--- src/hdl/bpli_pkg.sv ---
`timescale 1ns / 1ps
// ----------------------------------------------------------------------------
// bpli_pkg
// Shared constants and types of the beam pattern linear interpolator.
// ----------------------------------------------------------------------------
package bpli_pkg;

    localparam int MAX_POINTS = 64;
    localparam int ADDR_W     = $clog2(MAX_POINTS);
    localparam int CNT_W      = $clog2(MAX_POINTS + 1);

    localparam int RAD_W  = 18;
    localparam int ANG_W  = 16;
    localparam int AMP_W  = 16;
    localparam int IDX_W  = 6;
    localparam int CFG_W  = 7;
    localparam int DEG_W  = 17;
    localparam int PROD_W = 42;

    // 180/pi in Q16
    localparam logic signed [23:0] DEG_PER_RAD_Q16 = 24'sd3754936;
    localparam int DEG_SHIFT = 24;

    localparam logic CMD_LOAD  = 1'b0;
    localparam logic CMD_QUERY = 1'b1;

    typedef struct packed {
        logic                    cmd;
        logic [IDX_W-1:0]        idx;
        logic signed [ANG_W-1:0] angle;
        logic [AMP_W-1:0]        amp;
        logic signed [DEG_W-1:0] deg;
    } t_item;

    typedef struct packed {
        logic full;
        logic empty;
    } t_q_status;

endpackage

--- src/hdl/beam_pattern_linear_interpolator.sv ---
`timescale 1ns / 1ps
// ----------------------------------------------------------------------------
// beam_pattern_linear_interpolator
// Piecewise linear beam pattern lookup over a table of degree breakpoints.
// ----------------------------------------------------------------------------
// Usage:
//   Input channel (i_valid / o_ready): cmd 0 loads one breakpoint (angle Q9.6,
//   amplitude Q4.12) at entry_index; cmd 1 queries with a Q3.14 radian angle.
//   Output channel (o_valid / i_ready): one transaction per query, none per
//   load, giving the interpolated Q4.12 amplitude and a clamp flag.
//   i_cfg_we writes point_count (clamped to 2..64); the user must write it
//   only while the block is idle, a rule the block leaves to the user.
// Structure and flow:
//   The front converts the angle through its s1 and s2 registers and feeds
//   a four-entry queue. The back walks the table one breakpoint at a time,
//   reading and comparing each through its single read port, then does
//   two entry reads, a multiply and a 36-step restoring divider, with the
//   multiply and divide skipped on a flat segment. It takes one query at a
//   time; a load is written to the table as it is popped from the queue.
// Reset and stall:
//   Synchronous reset clears the pipeline, queue and output; point_count
//   returns to 2. The table has no reset and must be loaded before use.
//   A stalled receiver holds the result; the back waits, the queue fills,
//   then o_ready drops.
// ----------------------------------------------------------------------------
module beam_pattern_linear_interpolator import bpli_pkg::*; (
    input  logic                    i_clk,
    input  logic                    i_rst_n,
    input  logic                    i_valid,
    output logic                    o_ready,
    input  logic                    i_cmd,
    input  logic [IDX_W-1:0]        i_entry_index,
    input  logic signed [ANG_W-1:0] i_entry_angle,
    input  logic [AMP_W-1:0]        i_entry_amplitude,
    input  logic signed [RAD_W-1:0] i_launch_angle,
    input  logic                    i_cfg_we,
    input  logic [CFG_W-1:0]        i_cfg_wdata,
    output logic                    o_valid,
    input  logic                    i_ready,
    output logic [AMP_W-1:0]        o_amplitude,
    output logic                    o_saturated
);

    logic [CFG_W-1:0] r_point_count;
    logic             push;
    logic             pop;
    t_item            front_item;
    t_item            queue_item;
    t_q_status        q_status;

    // Hold the breakpoint count; software must write it only while idle, a rule left to the user.
    always_ff @(posedge i_clk) begin
        if (!i_rst_n) begin
            r_point_count <= CFG_W'(2);
        end else if (i_cfg_we) begin
            r_point_count <= i_cfg_wdata;
        end
    end

    bpli_front u_front (
        .i_clk             (i_clk),
        .i_rst_n           (i_rst_n),
        .i_valid           (i_valid),
        .o_ready           (o_ready),
        .i_cmd             (i_cmd),
        .i_entry_index     (i_entry_index),
        .i_entry_angle     (i_entry_angle),
        .i_entry_amplitude (i_entry_amplitude),
        .i_launch_angle    (i_launch_angle),
        .i_q_status        (q_status),
        .o_push            (push),
        .o_item            (front_item)
    );

    bpli_queue u_queue (
        .i_clk    (i_clk),
        .i_rst_n  (i_rst_n),
        .i_push   (push),
        .i_item   (front_item),
        .i_pop    (pop),
        .o_item   (queue_item),
        .o_status (q_status)
    );

    bpli_back u_back (
        .i_clk         (i_clk),
        .i_rst_n       (i_rst_n),
        .i_point_count (r_point_count),
        .i_item        (queue_item),
        .i_q_status    (q_status),
        .o_pop         (pop),
        .o_valid       (o_valid),
        .i_ready       (i_ready),
        .o_amplitude   (o_amplitude),
        .o_saturated   (o_saturated)
    );

endmodule

--- src/hdl/bpli_front.sv ---
`timescale 1ns / 1ps
// ----------------------------------------------------------------------------
// bpli_front
// Accepts transactions, converts the query angle to degrees and pushes items.
// ----------------------------------------------------------------------------
module bpli_front import bpli_pkg::*; (
    input  logic                    i_clk,
    input  logic                    i_rst_n,
    input  logic                    i_valid,
    output logic                    o_ready,
    input  logic                    i_cmd,
    input  logic [IDX_W-1:0]        i_entry_index,
    input  logic signed [ANG_W-1:0] i_entry_angle,
    input  logic [AMP_W-1:0]        i_entry_amplitude,
    input  logic signed [RAD_W-1:0] i_launch_angle,
    input  t_q_status               i_q_status,
    output logic                    o_push,
    output t_item                   o_item
);

    logic                     r_s1_valid;
    logic                     r_s1_cmd;
    logic [IDX_W-1:0]         r_s1_idx;
    logic signed [ANG_W-1:0]  r_s1_angle;
    logic [AMP_W-1:0]         r_s1_amp;
    logic signed [RAD_W-1:0]  r_s1_rad;

    logic                     r_s2_valid;
    logic                     r_s2_cmd;
    logic [IDX_W-1:0]         r_s2_idx;
    logic signed [ANG_W-1:0]  r_s2_angle;
    logic [AMP_W-1:0]         r_s2_amp;
    logic signed [PROD_W-1:0] r_s2_prod;

    logic                     s1_adv;
    logic signed [PROD_W-1:0] rounded;

    assign o_push  = r_s2_valid && !i_q_status.full;
    assign s1_adv  = r_s1_valid && (!r_s2_valid || o_push);
    assign o_ready = !r_s1_valid || s1_adv;

    // round half up, then floor shift
    assign rounded = r_s2_prod + (PROD_W'(1) <<< (DEG_SHIFT - 1));

    always_comb begin
        o_item.cmd   = r_s2_cmd;
        o_item.idx   = r_s2_idx;
        o_item.angle = r_s2_angle;
        o_item.amp   = r_s2_amp;
        o_item.deg   = DEG_W'(rounded >>> DEG_SHIFT);
    end

    always_ff @(posedge i_clk) begin
        if (!i_rst_n) begin
            r_s1_valid <= 1'b0;
            r_s2_valid <= 1'b0;
        end else begin
            if (o_ready) begin
                r_s1_valid <= i_valid;
            end
            if (s1_adv) begin
                r_s2_valid <= 1'b1;
            end else if (o_push) begin
                r_s2_valid <= 1'b0;
            end
        end
    end

    always_ff @(posedge i_clk) begin
        if (o_ready && i_valid) begin
            r_s1_cmd   <= i_cmd;
            r_s1_idx   <= i_entry_index;
            r_s1_angle <= i_entry_angle;
            r_s1_amp   <= i_entry_amplitude;
            r_s1_rad   <= i_launch_angle;
        end
        if (s1_adv) begin
            r_s2_cmd   <= r_s1_cmd;
            r_s2_idx   <= r_s1_idx;
            r_s2_angle <= r_s1_angle;
            r_s2_amp   <= r_s1_amp;
            r_s2_prod  <= PROD_W'(r_s1_rad * DEG_PER_RAD_Q16);
        end
    end

endmodule

--- src/hdl/bpli_queue.sv ---
`timescale 1ns / 1ps
// ----------------------------------------------------------------------------
// bpli_queue
// Short item queue between the front and back parts.
// ----------------------------------------------------------------------------
module bpli_queue import bpli_pkg::*; (
    input  logic      i_clk,
    input  logic      i_rst_n,
    input  logic      i_push,
    input  t_item     i_item,
    input  logic      i_pop,
    output t_item     o_item,
    output t_q_status o_status
);

    localparam int DEPTH = 4;
    localparam int PW    = $clog2(DEPTH);

    t_item         r_mem [DEPTH];
    logic [PW-1:0] r_wptr;
    logic [PW-1:0] r_rptr;
    logic [PW:0]   r_count;

    assign o_status.full  = (r_count == (PW+1)'(DEPTH));
    assign o_status.empty = (r_count == '0);
    assign o_item         = r_mem[r_rptr];

    always_ff @(posedge i_clk) begin
        if (!i_rst_n) begin
            r_wptr  <= '0;
            r_rptr  <= '0;
            r_count <= '0;
        end else begin
            if (i_push) begin
                r_wptr <= r_wptr + 1'b1;
            end
            if (i_pop) begin
                r_rptr <= r_rptr + 1'b1;
            end
            if (i_push && !i_pop) begin
                r_count <= r_count + 1'b1;
            end else if (i_pop && !i_push) begin
                r_count <= r_count - 1'b1;
            end
        end
    end

    always_ff @(posedge i_clk) begin
        if (i_push) begin
            r_mem[r_wptr] <= i_item;
        end
    end

endmodule

--- src/hdl/bpli_back.sv ---
`timescale 1ns / 1ps
// ----------------------------------------------------------------------------
// bpli_back
// Holds the breakpoint table, searches it, interpolates with a serial divider.
// ----------------------------------------------------------------------------
module bpli_back import bpli_pkg::*; (
    input  logic             i_clk,
    input  logic             i_rst_n,
    input  logic [CFG_W-1:0] i_point_count,
    input  t_item            i_item,
    input  t_q_status        i_q_status,
    output logic             o_pop,
    output logic             o_valid,
    input  logic             i_ready,
    output logic [AMP_W-1:0] o_amplitude,
    output logic             o_saturated
);

    localparam logic [3:0] S_IDLE  = 4'd0;
    localparam logic [3:0] S_SRD   = 4'd1;
    localparam logic [3:0] S_SCMP  = 4'd2;
    localparam logic [3:0] S_LRD   = 4'd3;
    localparam logic [3:0] S_LLAT  = 4'd4;
    localparam logic [3:0] S_RLAT  = 4'd5;
    localparam logic [3:0] S_MUL   = 4'd6;
    localparam logic [3:0] S_NORM  = 4'd7;
    localparam logic [3:0] S_DIV   = 4'd8;
    localparam logic [3:0] S_FIN   = 4'd9;

    localparam int NUM_W = 35;
    localparam int DVD_W = 36;
    localparam int DEN_W = 16;
    localparam int DC_W  = $clog2(DVD_W + 1);
    localparam int VAL_W = 38;

    logic [ANG_W+AMP_W-1:0] r_mem [MAX_POINTS];
    logic [ANG_W+AMP_W-1:0] r_rdata;
    logic [ADDR_W-1:0]      rd_addr;

    logic [3:0]              r_state;
    logic [CNT_W-1:0]        r_idx;
    logic [CNT_W-1:0]        r_n;
    logic [ADDR_W-1:0]       r_left;
    logic signed [DEG_W-1:0] r_deg;
    logic signed [ANG_W-1:0] r_al;
    logic signed [ANG_W-1:0] r_ar;
    logic [AMP_W-1:0]        r_ampl;
    logic [AMP_W-1:0]        r_ampr;
    logic                    r_flat;
    logic signed [NUM_W-1:0] r_num;
    logic                    r_neg;
    logic [DEN_W-1:0]        r_den;
    logic [DVD_W-1:0]        r_quo;
    logic [DEN_W:0]          r_rem;
    logic [DC_W-1:0]         r_dcnt;

    logic                    r_out_valid;
    logic [AMP_W-1:0]        r_out_amp;
    logic                    r_out_sat;

    logic                    mem_we;
    logic signed [ANG_W-1:0] rd_angle;
    logic [CNT_W-1:0]        n_clamped;
    logic [DEN_W+1:0]        trial;
    logic [NUM_W-1:0]        mag;
    logic signed [VAL_W-1:0] value;
    logic                    out_free;

    assign o_valid     = r_out_valid;
    assign o_amplitude = r_out_amp;
    assign o_saturated = r_out_sat;
    assign out_free    = !r_out_valid || i_ready;

    assign o_pop   = (r_state == S_IDLE) && !i_q_status.empty;
    assign mem_we  = o_pop && (i_item.cmd == CMD_LOAD) && (32'(i_item.idx) < MAX_POINTS);
    assign rd_angle = r_rdata[ANG_W+AMP_W-1:AMP_W];

    always_comb begin
        if (32'(i_point_count) < 2) begin
            n_clamped = CNT_W'(2);
        end else if (32'(i_point_count) > MAX_POINTS) begin
            n_clamped = CNT_W'(MAX_POINTS);
        end else begin
            n_clamped = CNT_W'(i_point_count);
        end
    end

    always_comb begin
        case (r_state)
            S_LRD:   rd_addr = r_left;
            S_LLAT:  rd_addr = r_left + 1'b1;
            default: rd_addr = r_idx[ADDR_W-1:0];
        endcase
    end

    assign trial = {r_rem, r_quo[DVD_W-1]};
    assign mag   = r_num[NUM_W-1] ? NUM_W'(-r_num) : NUM_W'(r_num);

    always_comb begin
        if (r_neg) begin
            value = VAL_W'(r_ampl) - VAL_W'(r_quo);
        end else begin
            value = VAL_W'(r_ampl) + VAL_W'(r_quo);
        end
    end

    always_ff @(posedge i_clk) begin
        if (mem_we) begin
            r_mem[ADDR_W'(i_item.idx)] <= {i_item.angle, i_item.amp};
        end
        r_rdata <= r_mem[rd_addr];
    end

    always_ff @(posedge i_clk) begin
        if (!i_rst_n) begin
            r_state     <= S_IDLE;
            r_out_valid <= 1'b0;
        end else begin
            if (r_out_valid && i_ready) begin
                r_out_valid <= 1'b0;
            end
            case (r_state)
                S_IDLE: begin
                    if (o_pop && i_item.cmd == CMD_QUERY) begin
                        r_state <= S_SRD;
                    end
                end
                S_SRD: r_state <= S_SCMP;
                S_SCMP: begin
                    if (rd_angle >= r_deg || r_idx + 1'b1 == r_n) begin
                        r_state <= S_LRD;
                    end else begin
                        r_state <= S_SRD;
                    end
                end
                S_LRD:  r_state <= S_LLAT;
                S_LLAT: r_state <= S_RLAT;
                S_RLAT: begin
                    if (rd_angle <= r_al) begin
                        r_state <= S_FIN;
                    end else begin
                        r_state <= S_MUL;
                    end
                end
                S_MUL:  r_state <= S_NORM;
                S_NORM: r_state <= S_DIV;
                S_DIV: begin
                    if (r_dcnt == DC_W'(1)) begin
                        r_state <= S_FIN;
                    end
                end
                S_FIN: begin
                    if (out_free) begin
                        r_out_valid <= 1'b1;
                        r_state     <= S_IDLE;
                    end
                end
                default: r_state <= S_IDLE;
            endcase
        end
    end

    always_ff @(posedge i_clk) begin
        case (r_state)
            S_IDLE: begin
                r_idx <= '0;
                r_n   <= n_clamped;
                r_deg <= i_item.deg;
            end
            S_SCMP: begin
                if (rd_angle >= r_deg) begin
                    r_left <= (r_idx == '0) ? '0 : ADDR_W'(r_idx - 1'b1);
                end else if (r_idx + 1'b1 == r_n) begin
                    r_left <= ADDR_W'(r_n - CNT_W'(2));
                end
                r_idx <= r_idx + 1'b1;
            end
            S_LLAT: begin
                r_al   <= rd_angle;
                r_ampl <= r_rdata[AMP_W-1:0];
            end
            S_RLAT: begin
                r_ar   <= rd_angle;
                r_ampr <= r_rdata[AMP_W-1:0];
                r_flat <= (rd_angle <= r_al);
            end
            S_MUL: begin
                r_num <= NUM_W'((DEG_W+1)'(r_deg) - (DEG_W+1)'(r_al))
                       * NUM_W'($signed({1'b0, r_ampr}) - $signed({1'b0, r_ampl}));
                r_den <= DEN_W'(r_ar - r_al);
            end
            S_NORM: begin
                r_neg  <= r_num[NUM_W-1];
                r_quo  <= DVD_W'(mag) + DVD_W'(r_den >> 1);
                r_rem  <= '0;
                r_dcnt <= DC_W'(DVD_W);
            end
            S_DIV: begin
                if (trial >= (DEN_W+2)'(r_den)) begin
                    r_rem <= (DEN_W+1)'(trial - (DEN_W+2)'(r_den));
                    r_quo <= {r_quo[DVD_W-2:0], 1'b1};
                end else begin
                    r_rem <= (DEN_W+1)'(trial);
                    r_quo <= {r_quo[DVD_W-2:0], 1'b0};
                end
                r_dcnt <= r_dcnt - 1'b1;
            end
            S_FIN: begin
                // hold the pending result until the output register frees up
                if (out_free) begin
                    if (r_flat) begin
                        r_out_amp <= r_ampl;
                        r_out_sat <= 1'b0;
                    end else if (value < 0) begin
                        r_out_amp <= '0;
                        r_out_sat <= 1'b1;
                    end else if (value > VAL_W'(65535)) begin
                        r_out_amp <= '1;
                        r_out_sat <= 1'b1;
                    end else begin
                        r_out_amp <= AMP_W'(value);
                        r_out_sat <= 1'b0;
                    end
                end
            end
            default: ;
        endcase
    end

endmodule

--- config.mk ---
export PLATFORM = sky130hd
export DESIGN_NAME = beam_pattern_linear_interpolator
export DESIGN_NICKNAME = d
export VERILOG_FILES = /design/src/hdl/bpli_pkg.sv /design/src/hdl/beam_pattern_linear_interpolator.sv /design/src/hdl/bpli_front.sv /design/src/hdl/bpli_queue.sv /design/src/hdl/bpli_back.sv
export SDC_FILE = /design/constraint.sdc
export NUM_CORES = 2
export LEC_CHECK = 0
export BUFFER_PORTS_ARGS = -buffer_cell sky130_fd_sc_hd__buf_4
export CORE_MARGIN = 5
export CORE_UTILIZATION = 64
export DETAILED_ROUTE_END_ITERATION = 10
export PLACE_DENSITY = 0.8
export SLEW_MARGIN = 10
export SYNTH_ARGS = -nofsm -noshare
export SYNTH_HDL_FRONTEND = slang
export SYNTH_HIERARCHICAL = 1
export SYNTH_SLANG_ARGS = --single-unit
--- constraint.sdc ---
create_clock -name i_clk -period 19.2 [get_ports i_clk]
set_input_delay 0.96 -clock i_clk [delete_from_list [all_inputs] [get_ports i_clk]]
set_output_delay 0.96 -clock i_clk [all_outputs]
set_load 0.1 [all_outputs]
==> metrics.md <==
| Metric | Value |
|---|---|
| Status | `completed` |
| Worst r2r dst | `u_back/r_num[33]$_DFFE_PP_` |
| Tightest hold margin | `~220 ps` |
| Post-synth ARST share | `0%` |
| CP endpoint kind | `register` |
| Clk sink count | `between 2000 and 3000` |
| Skew-Pair Late Insertion Delay | `between 900 and 1000 ps` |
| H-tree depth | `5` |
| Largest net degree at the start of global routing | `~120` |
| TritonRoute pass-1 iters | `6` |
| Via density per instance | `roughly 6.7` |
| Crit Path Category | `reg2reg` |
| Sequential fraction of the synthesis area | `between 60 and 70%` |
| Critical Path Source | `u_back/r_al[0]$_DFFE_PN_` |
| 1st-iter DRT viols | `9872` |
| Actual slew at the worst max-slew pin | `roughly 1200 ps` |
| Residual DRC count | `0` |
| Avg Cell Area, Syn | `roughly 17 sq um` |
| Crit Reg-Reg Startpoint | `u_back/r_al[0]$_DFFE_PN_` |
| Required time of the critical path | `19800 ps` |
| Slew margin rel. | `a little under a fifth` |
| Gate Count Post-Synth | `about 7700` |
| Total Neg Setup Slack | `0 ps` |
| Number of global-route vias before repair | `between 70000 and 80000` |
| Clk slew on worst S/H paths | `roughly 70 ps` |
| FMAX | `102 MHz` |
| Num ports | `88` |
| Worst reg2reg path depth | `30` |
| Die H | `~460 microns` |
| Top area cells in the synthesized netlist | `edfxtp_1, mux4_2, fa_1, ha_1, mux2i_1` |
| Final worst slack | `9360 ps` |
| Final ANT Viol Nets | `0` |
| Worst path max stage delay | `760 ps` |
| Final min period | `around 9800 ps` |
| Clock Skew | `between 50 and 60 ps` |
| Mapped Area | `about 130000 sq um` |
| Final nets | `between 8000 and 9000` |
| Clock Path Buffers | `4` |
| Grt ovf | `0` |
| Max-slew violation count | `0` |
| Commonest non-fill, non-tap cell in the layout | `edfxtp_1` |
| Total global-route track usage | `32.3%` |
| Initial antenna violation count | `14` |
| Mean routed wirelength per cell | `~31 microns` |
| Hold Buf Count CTS | `0` |
| Hpwl dp | `approximately 190 mm` |
| Synth cell types | `89` |
| Most frequent cells in the layout | `edfxtp_1, inv_1, mux4_2` |
| Critical Path Most Common Cell | `fa_1` |
| Ys Warns | `6` |
| CTS root buffer | `clkbuf_16` |
| Setup crit end | `u_back/r_num[33]$_DFFE_PP_` |
| Share of the synthesized area in the top cell type | `61.6%` |
| Count of final setup violators | `0` |
| Hold Crit Start | `i_launch_angle[10]` |
| CP max stage cell | `mux2i_1` |
| GPL Wtd Cong | `0.918` |
| Final hold vios | `0` |
| Die area | `208000 sq um` |
| Cell taking the most area after synthesis | `edfxtp_1` |
| Area added between synthesis and finish | `10.6%` |
| Post-CTS Setup Repair Bufs | `0` |
| Core area | `approximately 200000 sq um` |
| Tcrit/Tclk final | `51.2%` |
| RSZ-0062 raised after global routing | `false` |
| Syn nets | `around 8600` |
| CTS tree | `built` |
| First-pass GRT wire length | `roughly 490 mm` |
| Reg2Reg Setup Slack | `between 9000 and 10000 ps` |
| Top_reg_cell synth | `edfxtp_1` |
| Synth Register Bits | `between 2000 and 3000` |
| Stages on the worst setup path | `30` |
| Die X | `~460 microns` |
| # resized after CTS | `0` |
| Arrival @ worst endpoint | `between 10000 and 15000 ps` |
| Crit Path Max Fanout | `11` |
| PortBufs | `a little under 90` |
| Startpoint Class | `register` |
| Max Cap Violations | `0` |
| Initial Utilization | `between 60% and 70%` |
| Routed vias | `between 70000 and 80000` |
| Post-synth EDFFs | `2616` |
| Dpl ws | `approximately 9500 ps` |
| CP delay by family, top | `adder cells` |
| Final WL | `around 340 mm` |
| Rows | `about 160` |
| Hold crit path type | `in2reg` |
| Bufs and invs on worst path | `3` |
| Share of layout cells above drive strength 1 | `approximately 17%` |
| Num CTS Buffers | `280` |
stage by stage:
step | area (sq um) | utilization [%] | instances
floorplan | 127000 | - | 7664
global placement | 132000 | 66.9 | 10300
finish | 141000 | 71.3 | 10800
detailed placement | 132000 | 66.9 | 10300
global route | 141000 | 71.3 | 10800
CTS | 141000 | 71.3 | 10800
per-layer routing:
metal  global-route usage, %  share of wire, %  wire [microns]  up-vias
met5                       0             0.018              60        -
met4                    14.1               5.1           16900        8
met3                    6.97                11           37400      899
met2                    51.7                48          161000     5059
met1                    43.6                36          120000    36800
li1                        -                 -               -    29400
kinds of logic (layout without fill, tap and decap cells):
| logic type | count (synthesis) | count (layout) | share of synthesized area (%) |
|---|---|---|---|
| DFF | 2671 | 2671 | 62.5 |
| muxes | 1085 | 1085 | 14.1 |
| and+or+nand+nor | 1206 | 1206 | 4.49 |
| other | 0 | 7 | 0 |
| xor gates and xnor gates | 242 | 242 | 1.66 |
| buffers and inverters | 995 | 1452 | 3.06 |
| adders and majority gates | 866 | 866 | 11.2 |
| AOI/OAI and AO/OA | 599 | 599 | 3.02 |
flip-flops by register name (all words and copies together), names as in the netlist, 17 cells and up, named ones only:
name / count
u_queue/r_mem: 224
u_front/r_s2_prod: 18
u_front/r_s1_rad: 18
u_back/r_deg: 17
u_back/r_num: 35
u_back/r_rdata: 32
u_back/r_rem: 17
u_back/r_quo: 36
u_back/r_mem: 2048
worst min path at each step:
stage / slack, ps / cells past startpoint / endpoint
finish: 220 / 1 / u_front/r_s1_rad[10]$_DFFE_PP_
global route: 190 / 1 / u_front/r_s1_rad[10]$_DFFE_PP_
CTS: 170 / 1 / u_front/r_s1_rad[10]$_DFFE_PP_
detailed placement: 400 / 0 / u_front/r_s2_amp[3]$_DFFE_PP_
global placement: 400 / 0 / u_front/r_s2_amp[7]$_DFFE_PP_
floorplan: 400 / 0 / u_front/r_s2_amp[0]$_DFFE_PP_
synth_stat cells (all sizes together) (10+ instances only):
cell	instances
nor3b	11
nand2	313
nand3	76
nor2	408
nor2b	51
nand4	26
mux4	568
edfxtp	2616
and3	30
o211ai	19
o22ai	11
and2	49
o31ai	20
ha	414
fa	452
a21o	56
nand2b	39
nor4	35
o41ai	14
a21oi	169
xor2	95
a211oi	27
mux2i	516
inv	710
o21ai	135
or2	17
a21boi	13
nand3b	14
clkbuf	146
o21bai	11
nor3	75
or4	19
a31oi	26
o21a	23
xnor2	147
a31o	10
or3	24
dfxtp	55
buf	137
cell type report:
class	instances	area, sq um
Multi-Input combinational cell	3998	44600
Sequential cell	2671	79700
Fill cell	11700	56600
Clock inverter	133	1220
Tap cell	2640	3300
Timing Repair Buffer	264	2080
Inverter	712	2670
Clock buffer	343	7450
Antenna cell	7	17.5
Power is not shown: default switching activity piles up to over one toggle a cycle in this logic, so the estimate is an artifact.
